### src/rtl/core/r2a_pkg.sv
// Shared constants, types and a helper function for the radix to ASCII converter.
`default_nettype none

package r2a_pkg;

    localparam int VALUE_BITS        = 31;
    localparam int DIGIT_STACK_DEPTH = 32;
    localparam int BASE_W            = 5;
    localparam int DIGIT_W           = 4;
    localparam int CHAR_W            = 7;

    localparam int SP_W  = $clog2(DIGIT_STACK_DEPTH + 1);
    localparam int IDX_W = $clog2(DIGIT_STACK_DEPTH);

    localparam int IN_TDATA_W  = ((VALUE_BITS + BASE_W + 7) / 8) * 8;
    localparam int OUT_TDATA_W = ((CHAR_W + 7) / 8) * 8;

    // The divider retires this many quotient bits per cycle.
    localparam int DIV_STEPS  = 8;
    localparam int DIV_CYCLES = (VALUE_BITS + DIV_STEPS - 1) / DIV_STEPS;
    localparam int DIV_W      = DIV_CYCLES * DIV_STEPS;
    localparam int DIV_CNT_W  = (DIV_CYCLES > 1) ? $clog2(DIV_CYCLES) : 1;

    localparam logic [BASE_W-1:0] BASE_MIN = BASE_W'(2);
    localparam logic [BASE_W-1:0] BASE_MAX = BASE_W'(16);
    localparam logic [BASE_W-1:0] BASE_OCT = BASE_W'(8);
    localparam logic [BASE_W-1:0] BASE_HEX = BASE_W'(16);

    localparam logic [CHAR_W-1:0] CHAR_NUL  = CHAR_W'(0);
    localparam logic [CHAR_W-1:0] CHAR_ZERO = CHAR_W'(8'h30);
    localparam logic [CHAR_W-1:0] CHAR_X    = CHAR_W'(8'h58);
    localparam logic [CHAR_W-1:0] CHAR_A    = CHAR_W'(8'h41);
    localparam logic [DIGIT_W-1:0] DIGIT_NINE = DIGIT_W'(9);
    localparam logic [DIGIT_W-1:0] DIGIT_TEN  = DIGIT_W'(10);

    typedef struct packed {
        logic                  start;
        logic [VALUE_BITS-1:0] dividend;
        logic [BASE_W-1:0]     divisor;
    } div_req_t;

    typedef struct packed {
        logic                  done;
        logic [VALUE_BITS-1:0] quotient;
        logic [DIGIT_W-1:0]    remainder;
    } div_rsp_t;

    function automatic logic [CHAR_W-1:0] digit_to_ascii(input logic [DIGIT_W-1:0] d);
        logic [CHAR_W-1:0] c;
        if (d <= DIGIT_NINE) begin
            c = CHAR_ZERO + CHAR_W'(d);
        end else begin
            c = CHAR_A + CHAR_W'(d - DIGIT_TEN);
        end
        return c;
    endfunction

endpackage

`default_nettype wire

### src/rtl/core/r2a_divider.sv
// Multi-cycle restoring divider of the value by a small radix.
`default_nettype none

module r2a_divider (
    input  wire logic              aclk,
    input  wire logic              aresetn,
    input  wire r2a_pkg::div_req_t req,
    output r2a_pkg::div_rsp_t      rsp
);

    logic                             busy_reg, busy_next;
    logic                             done_reg, done_next;
    logic [r2a_pkg::DIV_CNT_W-1:0]    cnt_reg, cnt_next;
    logic [r2a_pkg::DIV_W-1:0]        dvd_reg, dvd_next;
    logic [r2a_pkg::DIGIT_W-1:0]      rem_reg, rem_next;
    logic [r2a_pkg::BASE_W-1:0]       dsr_reg, dsr_next;

    logic [r2a_pkg::DIV_W-1:0]        step_dvd;
    logic [r2a_pkg::DIGIT_W-1:0]      step_rem;
    logic [r2a_pkg::DIGIT_W:0]        trial;

    // Eight restoring steps per cycle. The partial remainder stays below the
    // divisor, so it fits in a digit, and the trial value in one bit more.
    always_comb begin
        step_dvd = dvd_reg;
        step_rem = rem_reg;
        trial    = '0;
        for (int i = 0; i < r2a_pkg::DIV_STEPS; i++) begin
            trial    = {step_rem, step_dvd[r2a_pkg::DIV_W-1]};
            step_dvd = {step_dvd[r2a_pkg::DIV_W-2:0], 1'b0};
            if (trial >= (r2a_pkg::DIGIT_W+1)'(dsr_reg)) begin
                step_rem    = r2a_pkg::DIGIT_W'(trial - (r2a_pkg::DIGIT_W+1)'(dsr_reg));
                step_dvd[0] = 1'b1;
            end else begin
                step_rem = r2a_pkg::DIGIT_W'(trial);
            end
        end
    end

    always_comb begin
        busy_next = busy_reg;
        done_next = 1'b0;
        cnt_next  = cnt_reg;
        dvd_next  = dvd_reg;
        rem_next  = rem_reg;
        dsr_next  = dsr_reg;
        if (busy_reg) begin
            dvd_next = step_dvd;
            rem_next = step_rem;
            cnt_next = cnt_reg + r2a_pkg::DIV_CNT_W'(1);
            if (cnt_reg == r2a_pkg::DIV_CNT_W'(r2a_pkg::DIV_CYCLES - 1)) begin
                busy_next = 1'b0;
                done_next = 1'b1;
            end
        end else if (req.start) begin
            busy_next = 1'b1;
            cnt_next  = '0;
            dvd_next  = r2a_pkg::DIV_W'(req.dividend);
            rem_next  = '0;
            dsr_next  = req.divisor;
        end
    end

    always_ff @(posedge aclk) begin
        if (!aresetn) begin
            busy_reg <= 1'b0;
            done_reg <= 1'b0;
            cnt_reg  <= '0;
        end else begin
            busy_reg <= busy_next;
            done_reg <= done_next;
            cnt_reg  <= cnt_next;
        end
        dvd_reg <= dvd_next;
        rem_reg <= rem_next;
        dsr_reg <= dsr_next;
    end

    assign rsp.done      = done_reg;
    assign rsp.quotient  = dvd_reg[r2a_pkg::VALUE_BITS-1:0];
    assign rsp.remainder = rem_reg;

endmodule

`default_nettype wire

### src/rtl/core/radix_to_ascii_converter.sv
// Top level: converts an integer to base-N ASCII text through a digit stack.
//
//  channel  | direction | tdata fields (lsb up)            | tlast
//  s_       | in        | value[30:0], base[35:31]         | -
//  m_       | out       | character[6:0]                   | last (on the NUL)
//
// Each digit goes through the shared radix divider, which retires 8 quotient bits
// per cycle; each output character then passes through the output register.
// The input is ready only while no item is in work. Reset is synchronous and
// clears control state only; the digit stack is not cleared. A stall on m_tready
// holds the sequencer in its emitting state with no character lost.
`default_nettype none

module radix_to_ascii_converter (
    input  wire logic                             aclk,
    input  wire logic                             aresetn,
    input  wire logic                             s_tvalid,
    output logic                                  s_tready,
    input  wire logic [r2a_pkg::IN_TDATA_W-1:0]   s_tdata,   // value, base
    output logic                                  m_tvalid,
    input  wire logic                             m_tready,
    output logic [r2a_pkg::OUT_TDATA_W-1:0]       m_tdata,   // character
    output logic                                  m_tlast
);

    typedef enum logic [2:0] {
        ST_IDLE,
        ST_DIV,
        ST_PREFIX,
        ST_PREFIX_X,
        ST_POP,
        ST_NUL
    } state_t;

    state_t                             state_reg, state_next;
    logic [r2a_pkg::VALUE_BITS-1:0]     quot_reg, quot_next;
    logic [r2a_pkg::BASE_W-1:0]         base_reg, base_next;
    logic [r2a_pkg::SP_W-1:0]           sp_reg, sp_next;
    logic                               start_reg, start_next;
    logic                               m_tvalid_reg, m_tvalid_next;
    logic                               m_tlast_reg, m_tlast_next;
    logic [r2a_pkg::CHAR_W-1:0]         char_reg, char_next;

    logic [r2a_pkg::DIGIT_W-1:0]        digit_stack_reg [r2a_pkg::DIGIT_STACK_DEPTH];
    logic                               push_en;
    logic [r2a_pkg::SP_W-1:0]           sp_dec;

    logic [r2a_pkg::VALUE_BITS-1:0]     in_value;
    logic [r2a_pkg::BASE_W-1:0]         in_base;
    logic                               out_free;

    r2a_pkg::div_req_t                  div_req;
    r2a_pkg::div_rsp_t                  div_rsp;

    assign in_value = s_tdata[r2a_pkg::VALUE_BITS-1:0];
    assign in_base  = s_tdata[r2a_pkg::VALUE_BITS +: r2a_pkg::BASE_W];

    assign div_req.start    = start_reg;
    assign div_req.dividend = quot_reg;
    assign div_req.divisor  = base_reg;

    r2a_divider u_divider (
        .aclk    (aclk),
        .aresetn (aresetn),
        .req     (div_req),
        .rsp     (div_rsp)
    );

    assign s_tready = (state_reg == ST_IDLE);
    assign out_free = !m_tvalid_reg || m_tready;
    assign sp_dec   = sp_reg - r2a_pkg::SP_W'(1);

    always_comb begin
        state_next    = state_reg;
        quot_next     = quot_reg;
        base_next     = base_reg;
        sp_next       = sp_reg;
        start_next    = 1'b0;
        push_en       = 1'b0;
        m_tvalid_next = m_tvalid_reg && !m_tready;
        m_tlast_next  = m_tlast_reg;
        char_next     = char_reg;

        unique case (state_reg)
            ST_IDLE: begin
                if (s_tvalid) begin
                    quot_next = in_value;
                    base_next = in_base;
                    sp_next   = '0;
                    if (in_base < r2a_pkg::BASE_MIN || in_base > r2a_pkg::BASE_MAX) begin
                        quot_next  = '0;
                        state_next = ST_NUL;
                    end else if (in_value == '0) begin
                        state_next = ST_PREFIX;
                    end else begin
                        start_next = 1'b1;
                        state_next = ST_DIV;
                    end
                end
            end
            ST_DIV: begin
                if (div_rsp.done) begin
                    // A push onto a full stack is dropped, as are its digits.
                    if (sp_reg < r2a_pkg::SP_W'(r2a_pkg::DIGIT_STACK_DEPTH)) begin
                        push_en = 1'b1;
                        sp_next = sp_reg + r2a_pkg::SP_W'(1);
                    end
                    quot_next = div_rsp.quotient;
                    if (div_rsp.quotient == '0) begin
                        state_next = ST_PREFIX;
                    end else begin
                        start_next = 1'b1;
                    end
                end
            end
            ST_PREFIX: begin
                if (base_reg == r2a_pkg::BASE_OCT || base_reg == r2a_pkg::BASE_HEX) begin
                    if (out_free) begin
                        m_tvalid_next = 1'b1;
                        m_tlast_next  = 1'b0;
                        char_next     = r2a_pkg::CHAR_ZERO;
                        state_next    = (base_reg == r2a_pkg::BASE_HEX) ? ST_PREFIX_X : ST_POP;
                    end
                end else begin
                    state_next = ST_POP;
                end
            end
            ST_PREFIX_X: begin
                if (out_free) begin
                    m_tvalid_next = 1'b1;
                    m_tlast_next  = 1'b0;
                    char_next     = r2a_pkg::CHAR_X;
                    state_next    = ST_POP;
                end
            end
            ST_POP: begin
                if (sp_reg == '0) begin
                    state_next = ST_NUL;
                end else if (out_free) begin
                    m_tvalid_next = 1'b1;
                    m_tlast_next  = 1'b0;
                    char_next     = r2a_pkg::digit_to_ascii(
                                        digit_stack_reg[sp_dec[r2a_pkg::IDX_W-1:0]]);
                    sp_next       = sp_dec;
                end
            end
            ST_NUL: begin
                if (out_free) begin
                    m_tvalid_next = 1'b1;
                    m_tlast_next  = 1'b1;
                    char_next     = r2a_pkg::CHAR_NUL;
                    state_next    = ST_IDLE;
                end
            end
            default: begin
                state_next = ST_IDLE;
            end
        endcase
    end

    always_ff @(posedge aclk) begin
        if (!aresetn) begin
            state_reg    <= ST_IDLE;
            quot_reg     <= '0;
            sp_reg       <= '0;
            start_reg    <= 1'b0;
            m_tvalid_reg <= 1'b0;
            m_tlast_reg  <= 1'b0;
        end else begin
            state_reg    <= state_next;
            quot_reg     <= quot_next;
            sp_reg       <= sp_next;
            start_reg    <= start_next;
            m_tvalid_reg <= m_tvalid_next;
            m_tlast_reg  <= m_tlast_next;
        end
        base_reg <= base_next;
        char_reg <= char_next;
    end

    always_ff @(posedge aclk) begin
        if (push_en) begin
            digit_stack_reg[sp_reg[r2a_pkg::IDX_W-1:0]] <= div_rsp.remainder;
        end
    end

    assign m_tvalid = m_tvalid_reg;
    assign m_tlast  = m_tlast_reg;
    assign m_tdata  = {(r2a_pkg::OUT_TDATA_W - r2a_pkg::CHAR_W)'(0), char_reg};

    // The divider reports a result only while the sequencer waits for one.
    assert property (@(posedge aclk) disable iff (!aresetn)
        div_rsp.done |-> state_reg == ST_DIV)
        else $error("divider result outside of the division phase");

    // Every run drains the digit stack before new input is taken.
    assert property (@(posedge aclk) disable iff (!aresetn)
        s_tready |-> sp_reg == '0)
        else $error("digit stack not empty while ready for input");

    // Only the terminating transaction carries a NUL character.
    assert property (@(posedge aclk) disable iff (!aresetn)
        m_tvalid && !m_tlast |-> m_tdata[r2a_pkg::CHAR_W-1:0] != r2a_pkg::CHAR_NUL)
        else $error("NUL character without last flag");

    // A new division starts only right after accepting input or a digit push.
    assert property (@(posedge aclk) disable iff (!aresetn)
        start_reg |-> $past(state_reg) == ST_IDLE || $past(div_rsp.done))
        else $error("division started without cause");

endmodule

`default_nettype wire
### config.mk
export PLATFORM = sky130hd
export DESIGN_NAME = radix_to_ascii_converter
export DESIGN_NICKNAME = d
export VERILOG_FILES = /design/src/rtl/core/r2a_pkg.sv /design/src/rtl/core/r2a_divider.sv /design/src/rtl/core/radix_to_ascii_converter.sv
export SDC_FILE = /design/constraint.sdc
export NUM_CORES = 1
export LEC_CHECK = 0
export BUFFER_PORTS_ARGS = -buffer_cell sky130_fd_sc_hd__buf_2
export CAP_MARGIN = 20
export CORE_MARGIN = 2
export CORE_UTILIZATION = 40
export DETAILED_ROUTE_END_ITERATION = 8
export HOLD_SLACK_MARGIN = 0.08
export SLEW_MARGIN = 10
export SYNTH_ARGS = -nofsm -noshare
export SYNTH_HDL_FRONTEND = slang
export SYNTH_SLANG_ARGS = --single-unit
### constraint.sdc
create_clock -name aclk -period 26.8 [get_ports aclk]
set_input_delay 5.36 -clock aclk [delete_from_list [all_inputs] [get_ports aclk]]
set_output_delay 5.36 -clock aclk [all_outputs]
set_load 0.1 [all_outputs]
==> impl_metrics.env, run 1 <==
export IMPL_status="completed"
export IMPL_hpwlAfterDp_mm=17.0
export IMPL_grt_first_pass_wirelength_mm=39.9
export IMPL_dp_slack_ns=12.21
export IMPL_drv_slew=0
export IMPL_rr_worst_depth=56
export IMPL_rrSetupSlack_ns=12.31
export IMPL_synth_area_per_cell_um2=12.8
export IMPL_nets=1046
export IMPL_clkTransAtPathRegs_ns=0.06
export IMPL_hold_class="reg -> reg"
export IMPL_avgRoutedWirePerCell_um=18.8
export IMPL_syn2layout_area_growth_pct=12.7
export IMPL_h_tree_depth=1
export IMPL_cts_root_buffer="clkbuf_16"
export IMPL_gp_congestion=0.787
export IMPL_maxCapViolCount=0
export IMPL_max_clock_freq_mhz=69.0
export IMPL_hold_buffers=0
export IMPL_critPathRequiredTime_ns=27.07
export IMPL_vias_per_cell=5.42
export IMPL_cts_tree="built"
export IMPL_synth_cell_types=52
export IMPL_hold_viol=0
export IMPL_crit_top_cell="a21o_1"
export IMPL_hp_start="base_reg[2]"
export IMPL_setup_violations=0
export IMPL_slowest_delay_ns=0.73
export IMPL_core_area_um2=28000
export IMPL_hold_path_depth=0
export IMPL_syn_area_um2=11500
export IMPL_start_util_pct=41.0
export IMPL_critPathKind="reg -> reg"
export IMPL_tightest_slew_ns=1.08
export IMPL_relSlewSlack_pct=28.1
export IMPL_drtIter0Drc=487
export IMPL_diodes=0
export IMPL_die_area_um2=30100
export IMPL_min_to="u_divider.dsr_reg[2]"
export IMPL_cts_buffers=25
export IMPL_crit_buf_inv=6
export IMPL_rsz0062_at_grt="no"
export IMPL_yosysTopAreaCellShare_pct=47.4
export IMPL_final_setup_tns_ns=0
export IMPL_syn_nets=1001
export IMPL_netlist_top_cells_area="edfxtp_1, dfxtp_1, mux4_2, ha_1, nor2_1"
export IMPL_dpl_cell_count=1290
export IMPL_fp_dieH_um=173
export IMPL_critPathTopFamily="compound AO/OA/AOI/OAI gates"
export IMPL_crit_fanout=10
export IMPL_endpoint_kind="flop"
export IMPL_fin_crit_ns=14.49
export IMPL_yosys_area_top_type="edfxtp_1"
export IMPL_yosysWarnings=0
export IMPL_syn_inst=897
export IMPL_synth_most_common_cell="edfxtp_1"
export IMPL_largest_reg_flops=128
export IMPL_row_count=61
export IMPL_cp_start_kind="flop"
export IMPL_vias=7255
export IMPL_worst_r2r_startpoint="u_divider.dsr_reg[1]"
export IMPL_synth_common_cells="edfxtp_1, nor2_1, ha_1, dfxtp_1, inv_1"
export IMPL_grt_pass1_vias=7087
export IMPL_grtUsageTotal_pct=16.7
export IMPL_synth_edf_count=181
export IMPL_io_pins=55
export IMPL_routed_wl_mm=25.1
export IMPL_cts_buffer_depth=3
export IMPL_clkSinkCount=228
export IMPL_drtAntennaViolNets=0
export IMPL_port_buffers=49
export IMPL_skew_ns=0.0295
export IMPL_postSynth_asyncResetShare_pct=0
export IMPL_antenna_found_initial=0
export IMPL_stdcell_count=1339
export IMPL_final_setup_worst_slack_ns=12.31
export IMPL_post_cts_resized=0
export IMPL_grt_max_degree=63
export IMPL_drtPass1Iterations=4
export IMPL_yosysSeqAreaShare_pct=55.6
export IMPL_drive_gt1_share_pct=19.5
export IMPL_synth_seq_cells=228
export IMPL_r2r_end="u_divider.rem_reg[3]"
export IMPL_cp_data_arrival_time_ns=14.76
export IMPL_die_w_um=173
export IMPL_clk_latency_ns=0.55
export IMPL_critPathSlowestCell="a21oi_1"
export IMPL_synth_ff_type="edfxtp_1"
export IMPL_cts_setup_buffers=0
export IMPL_period_share_pct=54.1
export IMPL_drc=0
export IMPL_overflow=0
==> per-stage QoR <==
step / utilization [%] / cell area [µm²] / hold slack (ns)
after floorplan: - / 11500 / 0.427
after global placement: 43.1 / 12100 / 0.468
after detailed placement: 43.1 / 12100 / 0.462
after CTS: 45.9 / 12900 / 0.479
after global routing: 46.2 / 12900 / 0.484
final: 46.2 / 12900 / 0.472
==> cells by family (layout without fill, tap and decap cells) <==
logic type                 after synthesis  count (layout)  synth area share [%]
AOI/OAI and AO/OA                      188             188                  11.0
xor gates and xnor gates                25              25                  1.97
adders and majority gates               60              60                  7.07
buffers and inverters                   86             150                  2.91
DFF                                    228             228                  55.6
muxes                                   88              88                  12.6
other                                    1               1                0.0327
and+or+nand+nor                        221             221                  8.87
==> layout make-up <==
class	count	area, µm²
fill	2524	15100
sequential	228	6380
multi-input combinational	583	4770
clock buffer	31	658
tap	378	473
timing repair buffer	58	355
inverter	46	173
clock inverter	15	124
==> cell usage in the layout (no fill, tap or decap), types with 4 or more instances in the layout <==
| cell | synthesis | layout |
|---|---|---|
| a21o_1 | 35 | 35 |
| nor4_1 | 15 | 15 |
| nand2_1 | 28 | 27 |
| inv_1 | 45 | 45 |
| buf_4 | 2 | 6 |
| nand2b_1 | 14 | 14 |
| clkbuf_16 | 0 | 27 |
| nand3b_1 | 5 | 5 |
| fa_1 | 8 | 8 |
| and2_1 | 4 | 4 |
| ha_1 | 52 | 51 |
| nor2b_1 | 5 | 5 |
| mux4_2 | 40 | 40 |
| edfxtp_1 | 181 | 181 |
| mux2_2 | 37 | 37 |
| a211oi_1 | 39 | 39 |
| nor2_1 | 113 | 112 |
| a21oi_1 | 44 | 44 |
| clkinv_2 | 0 | 7 |
| nand4_1 | 4 | 4 |
| o21ai_0 | 19 | 19 |
| xor2_1 | 12 | 12 |
| nand3_1 | 8 | 8 |
| nor3_1 | 12 | 12 |
| xnor2_1 | 12 | 12 |
| mux2i_1 | 10 | 10 |
| a22oi_1 | 31 | 31 |
| buf_2 | 3 | 49 |
| dfxtp_1 | 47 | 45 |
| clkbuf_1 | 33 | 5 |
==> worst register-to-register path: cells and delay by family (launching register included) <==
kind,cells,cell delay [ns]
buf+inv,6,0.81
fa+ha+maj,8,2.29
mux,7,2.73
simple gates,3,0.32
compound gates,32,7.37
flops,1,0.69
==> metal layers <==
metal	vias to the layer above	wire, µm	track usage, %
met5	-	0	0
met4	0	572	4.45
met3	38	1220	2.17
met2	180	11600	27.1
met1	3532	11700	23.8
li1	3505	-	-
==> how the worst max path moves through the flow <==
stage | slack [ns] | cells after the start | startpoint | to
after global routing | 11.14 | 55 | u_divider.dsr_reg[1] | u_divider.rem_reg[3]
after CTS | 12.14 | 55 | u_divider.rem_reg[0] | u_divider.rem_reg[3]
after detailed placement | 12.21 | 55 | u_divider.rem_reg[0] | u_divider.rem_reg[3]
final | 12.31 | 56 | u_divider.dsr_reg[1] | u_divider.rem_reg[3]
after floorplan | 14.36 | 56 | u_divider.dsr_reg[1] | u_divider.rem_reg[3]
after global placement | 12.32 | 56 | u_divider.dsr_reg[1] | u_divider.rem_reg[3]
Power of run 1 is not shown: default switching activity piles up to over one toggle a cycle in this logic, so the estimate is an artifact.
==> inputs of run 2 (changes only) <==
--- a/config.mk
+++ b/config.mk
@@ -5,6 +5,7 @@
 export SDC_FILE = /design/constraint.sdc
 export NUM_CORES = 1
 export LEC_CHECK = 0
+export ABC_AREA = 1
 export BUFFER_PORTS_ARGS = -buffer_cell sky130_fd_sc_hd__buf_2
 export CAP_MARGIN = 20
 export CORE_MARGIN = 2
==> constraint.sdc (replaced) <==
create_clock -name aclk -period 13.84 [get_ports aclk]
set_input_delay 2.768 -clock aclk [delete_from_list [all_inputs] [get_ports aclk]]
set_output_delay 2.768 -clock aclk [all_outputs]
set_load 0.1 [all_outputs]
==> impl_metrics.env, run 2 <==
export IMPL_status="completed"
export IMPL_hpwlAfterDp_mm=20.0
export IMPL_synth_common_cells="nand2_1, inv_1, edfxtp_1, nand3_1, o21ai_0"
export IMPL_fp_dieH_um=181
export IMPL_fill_cells=2994
export IMPL_row_count=64
export IMPL_fin_crit_ns=12.38
export IMPL_clkSinkCount=228
export IMPL_yosysWarnings=0
export IMPL_io_pins=55
export IMPL_syn2layout_area_growth_pct=11.2
export IMPL_drive_gt1_share_pct=10.0
export IMPL_synth_cell_types=50
export IMPL_rsz0062_at_grt="no"
export IMPL_rrSetupSlack_ns=1.46
export IMPL_hp_start="u_divider.cnt_reg[0]"
export IMPL_routed_wl_mm=29.9
export IMPL_critPathRequiredTime_ns=14.23
export IMPL_drtIter0Drc=690
export IMPL_vias=9613
export IMPL_syn_inst=1415
export IMPL_synth_area_per_cell_um2=8.83
export IMPL_final_setup_worst_slack_ns=1.46
export IMPL_port_buffers=49
export IMPL_drv_slew=0
export IMPL_slowest_delay_ns=0.48
export IMPL_drtPass1Iterations=5
export IMPL_crit_fanout=10
export IMPL_cts_root_buffer="clkbuf_16"
export IMPL_nets=1557
export IMPL_final_common_cell="nand2_1"
export IMPL_synth_edf_count=181
export IMPL_yosys_area_top_type="edfxtp_1"
export IMPL_yosysSeqAreaShare_pct=51.0
export IMPL_yosysTopAreaCellShare_pct=43.5
export IMPL_rr_worst_depth=65
export IMPL_overflow=0
export IMPL_relSlewSlack_pct=33.8
export IMPL_syn_area_um2=12500
export IMPL_grt_pass1_vias=9357
export IMPL_cts_buffers=26
export IMPL_hold_class="reg -> reg"
export IMPL_antenna_found_initial=0
export IMPL_cts_tree="built"
export IMPL_synth_seq_cells=228
export IMPL_largest_reg_flops=128
export IMPL_hold_buffers=0
export IMPL_worstSetupStartpoint="u_divider.dsr_reg[1]"
export IMPL_drc=0
export IMPL_whs_ns=0.465
export IMPL_grt_max_degree=68
export IMPL_die_w_um=181
export IMPL_clkTransAtPathRegs_ns=0.06
export IMPL_maxCapViolCount=0
export IMPL_endpoint_kind="flop"
export IMPL_layout_common_cells="nand2_1, inv_1, edfxtp_1"
export IMPL_cp_data_arrival_time_ns=12.77
export IMPL_synth_ff_type="edfxtp_1"
export IMPL_final_setup_tns_ns=0
export IMPL_avgRoutedWirePerCell_um=16.0
export IMPL_period_share_pct=89.4
export IMPL_critPathKind="reg -> reg"
export IMPL_dp_slack_ns=1.10
export IMPL_gp_congestion=0.833
export IMPL_crit_top_cell="nand2_1"
export IMPL_hold_viol=0
export IMPL_start_util_pct=40.8
export IMPL_tightest_slew_ns=0.989
export IMPL_syn_nets=1519
export IMPL_vias_per_cell=5.16
export IMPL_clk_latency_ns=0.55
export IMPL_netlist_top_cells_area="edfxtp_1, nand2_1, dfxtp_1, inv_1, nand3_1"
export IMPL_cp_start_kind="flop"
export IMPL_drtAntennaViolNets=0
export IMPL_r2r_end="u_divider.rem_reg[3]"
export IMPL_max_clock_freq_mhz=80.8
export IMPL_h_tree_depth=1
export IMPL_core_area_um2=30700
export IMPL_critPathSlowestCell="edfxtp_1"
export IMPL_min_to="u_divider.cnt_reg[0]"
export IMPL_diodes=0
export IMPL_postSynth_asyncResetShare_pct=0
export IMPL_die_area_um2=32700
export IMPL_setup_violations=0
export IMPL_cts_buffer_depth=3
export IMPL_skew_ns=0.0418
export IMPL_grtUsageTotal_pct=18.3
export IMPL_synth_most_common_cell="nand2_1"
export IMPL_grt_first_pass_wirelength_mm=48.9
export IMPL_hold_path_depth=1
export IMPL_worst_r2r_startpoint="u_divider.dsr_reg[1]"
==> run 2: changes by cell type in the layout (fill, tap and decap cells not counted), moves of 16 or more <==
cell	previous run	this run
a211oi_1	39	2
a21o_1	35	4
a22oi_1	31	1
inv_1	45	199
mux2_2	37	0
mux4_2	40	0
nand2_1	27	320
nand3_1	8	145
nand4_1	4	20
nor2_1	112	86
o21ai_0	19	123
o21bai_1	0	34
==> run 2: area by class of cell <==
type | instances | area (µm²) | share of cell area [%]
Inverter | 205 | 769 | 5.54
Timing Repair Buffer | 64 | 378 | 2.72
Clock inverter | 11 | 118 | 0.847
Tap cell | 396 | 495 | 3.57
Sequential cell | 228 | 6380 | 45.9
Clock buffer | 32 | 673 | 4.85
Multi-Input combinational cell | 928 | 5080 | 36.6
==> run 2: metal layers <==
layer | routed length [µm] | vias up | GRT usage, % | part of all wire (%)
li1 | - | 4818 | - | -
met1 | 13200 | 4533 | 24.0 | 44
met2 | 14700 | 215 | 32.1 | 49
met3 | 1170 | 47 | 1.81 | 3.9
met4 | 742 | 0 | 5.42 | 2.5
met5 | 0 | - | 0 | 0
==> run 2: worst max path at each step <==
stage	end	slack, ns
final	u_divider.rem_reg[3]	1.46
after global routing	u_divider.rem_reg[3]	0.09
after CTS	u_divider.dvd_reg[0]	1.04
after detailed placement	u_divider.dvd_reg[0]	1.10
after global placement	u_divider.dvd_reg[0]	1.41
after floorplan	u_divider.rem_reg[1]	3.68
==> run 2: logic make-up after synthesis <==
kind of cell	count (synthesis)	synth area share (%)
xor gates and xnor gates	12	1.05
DFF	228	51.0
and+or+nand+nor	632	22.7
other	1	0.0300
AOI/OAI and AO/OA	223	10.3
adders and majority gates	60	6.49
buffers and inverters	259	8.40
==> run 2: per-stage QoR <==
stage               area, µm²  instances  util [%]
finish                  13900       1864      45.3
global placement        13000       1817      42.5
CTS                     13800       1860      45.1
detailed placement      13000       1817      42.5
global route            13900       1864      45.3
floorplan               12500       1415         -
==> run 2: timing repair <==
action	CTS	global route
resized for setup	0	1
endpoints found under the setup margin	0	5
buffers inserted	0	3
==> run 2: critical path: cells and delay by family (launching register included) <==
kind            cells  cell delay, ns
flops               1            0.48
buf+inv            10            1.29
fa+ha+maj           8            2.66
simple gates       25            2.43
compound gates     22            5.40
Power of run 2 is left out for the same reason.
==> inputs of run 3 (changes only) <==
--- a/config.mk
+++ b/config.mk
@@ -8,10 +8,13 @@
 export ABC_AREA = 1
 export BUFFER_PORTS_ARGS = -buffer_cell sky130_fd_sc_hd__buf_2
 export CAP_MARGIN = 20
+export CELL_PAD_IN_SITES_DETAIL_PLACEMENT = 2
+export CELL_PAD_IN_SITES_GLOBAL_PLACEMENT = 2
 export CORE_MARGIN = 2
-export CORE_UTILIZATION = 40
+export CORE_UTILIZATION = 39
 export DETAILED_ROUTE_END_ITERATION = 8
 export HOLD_SLACK_MARGIN = 0.08
+export PLACE_DENSITY_LB_ADDON = 0.1
 export SLEW_MARGIN = 10
 export SYNTH_ARGS = -nofsm -noshare
 export SYNTH_HDL_FRONTEND = slang
==> impl_metrics.env, run 3 (same netlist as run 2, synthesis figures left out) <==
export IMPL_skew_ns=0.0208
export IMPL_stdcell_count=1881
export IMPL_max_clock_freq_mhz=81.0
export IMPL_hold_path_depth=0
export IMPL_final_setup_tns_ns=0
export IMPL_rsz0062_at_grt="no"
export IMPL_cp_start_kind="flop"
export IMPL_diodes=0
export IMPL_drive_gt1_share_pct=11.0
export IMPL_drv_slew=0
export IMPL_fp_dieH_um=183
export IMPL_die_area_um2=33500
export IMPL_cts_root_buffer="clkbuf_16"
export IMPL_port_buffers=49
export IMPL_overflow=0
export IMPL_grt_max_degree=74
export IMPL_drtAntennaViolNets=0
export IMPL_critPathKind="reg -> reg"
export IMPL_routed_wl_mm=38.6
export IMPL_vias=10100
export IMPL_critPathRequiredTime_ns=14.23
export IMPL_syn2layout_area_growth_pct=12.1
export IMPL_layout_common_cells="nand2_1, inv_1, edfxtp_1"
export IMPL_critPathSlowestCell="o21ai_1"
export IMPL_relSlewSlack_pct=28.9
export IMPL_cts_buffer_depth=3
export IMPL_dpl_cell_count=1825
export IMPL_setup_violations=0
export IMPL_avgRoutedWirePerCell_um=20.5
export IMPL_io_pins=55
export IMPL_clkSinkCount=228
export IMPL_vias_per_cell=5.37
export IMPL_hpwlAfterDp_mm=26.2
export IMPL_slowest_delay_ns=0.40
export IMPL_core_area_um2=31600
export IMPL_hold_viol=0
export IMPL_row_count=65
export IMPL_period_share_pct=89.2
export IMPL_final_common_cell="nand2_1"
export IMPL_largest_reg_flops=128
export IMPL_grt_pass1_vias=11000
export IMPL_die_w_um=183
export IMPL_whs_ns=0.483
export IMPL_cp_data_arrival_time_ns=12.74
export IMPL_critPathTopFamily="compound AO/OA/AOI/OAI gates"
export IMPL_start_util_pct=39.6
export IMPL_status="completed"
export IMPL_drc=0
export IMPL_cts_buffers=27
export IMPL_grtUsageTotal_pct=23.4
export IMPL_crit_top_cell="nand2_1"
export IMPL_grt_first_pass_wirelength_mm=61.0
export IMPL_clkTransAtPathRegs_ns=0.06
export IMPL_cts_tree="built"
export IMPL_fin_crit_ns=12.34
export IMPL_clk_latency_ns=0.54
export IMPL_rr_worst_depth=67
export IMPL_crit_buf_inv=10
export IMPL_cp_depth=67
export IMPL_gp_congestion=0.786
export IMPL_antenna_found_initial=0
export IMPL_drtPass1Iterations=5
export IMPL_crit_fanout=10
export IMPL_nets=1564
export IMPL_drtIter0Drc=419
export IMPL_tightest_slew_ns=1.06
export IMPL_h_tree_depth=1
export IMPL_hold_class="reg -> reg"
export IMPL_maxCapViolCount=0
export IMPL_endpoint_kind="flop"
run 3: area by class of cell:
class	count	area, µm²
clock buffers	32	694
clock inverters	16	150
fillers	3547	17500
inverters	205	773
multi-input cells	928	5090
flip-flops and latches	228	6380
well taps	402	503
repair buffers	70	423
run 3: layer usage:
| metal | up-vias | track usage [%] | part of all wire (%) |
|---|---|---|---|
| met2 | 126 | 44.3 | 53 |
| met5 | - | 0 | 0 |
| met1 | 5088 | 28.1 | 42 |
| li1 | 4829 | - | - |
| met3 | 54 | 2.26 | 2.5 |
| met4 | 0 | 6.37 | 2.4 |
run 3: path summary, 6_finish.rpt:
path | start | to | slack, ns
max reg2reg | u_divider.dsr_reg[2] | u_divider.rem_reg[3] | 1.50
min reg2reg | base_reg[0] | u_divider.dsr_reg[0] | 0.48
max | u_divider.dsr_reg[2] | u_divider.rem_reg[3] | 1.50
min | base_reg[0] | u_divider.dsr_reg[0] | 0.48
run 3: per-stage QoR:
| step | setup slack [ns] | cell area [µm²] | util (%) |
|---|---|---|---|
| 5_1_grt | 0.0211 | 14000 | 44.4 |
| 3_3_place_gp | 1.02 | 13100 | 41.4 |
| 2_1_floorplan | 3.68 | 12500 | - |
| 4_1_cts | 0.402 | 13900 | 44.2 |
| 6_report | 1.50 | 14000 | 44.4 |
| 3_5_place_dp | 0.508 | 13100 | 41.5 |
run 3: repair_timing:
item,CTS,global route
endpoints found under the setup margin,0,5
setup buffers,0,8
hold buffers,0,0
resized for setup,0,6
Power of run 3 is left out for the same reason.
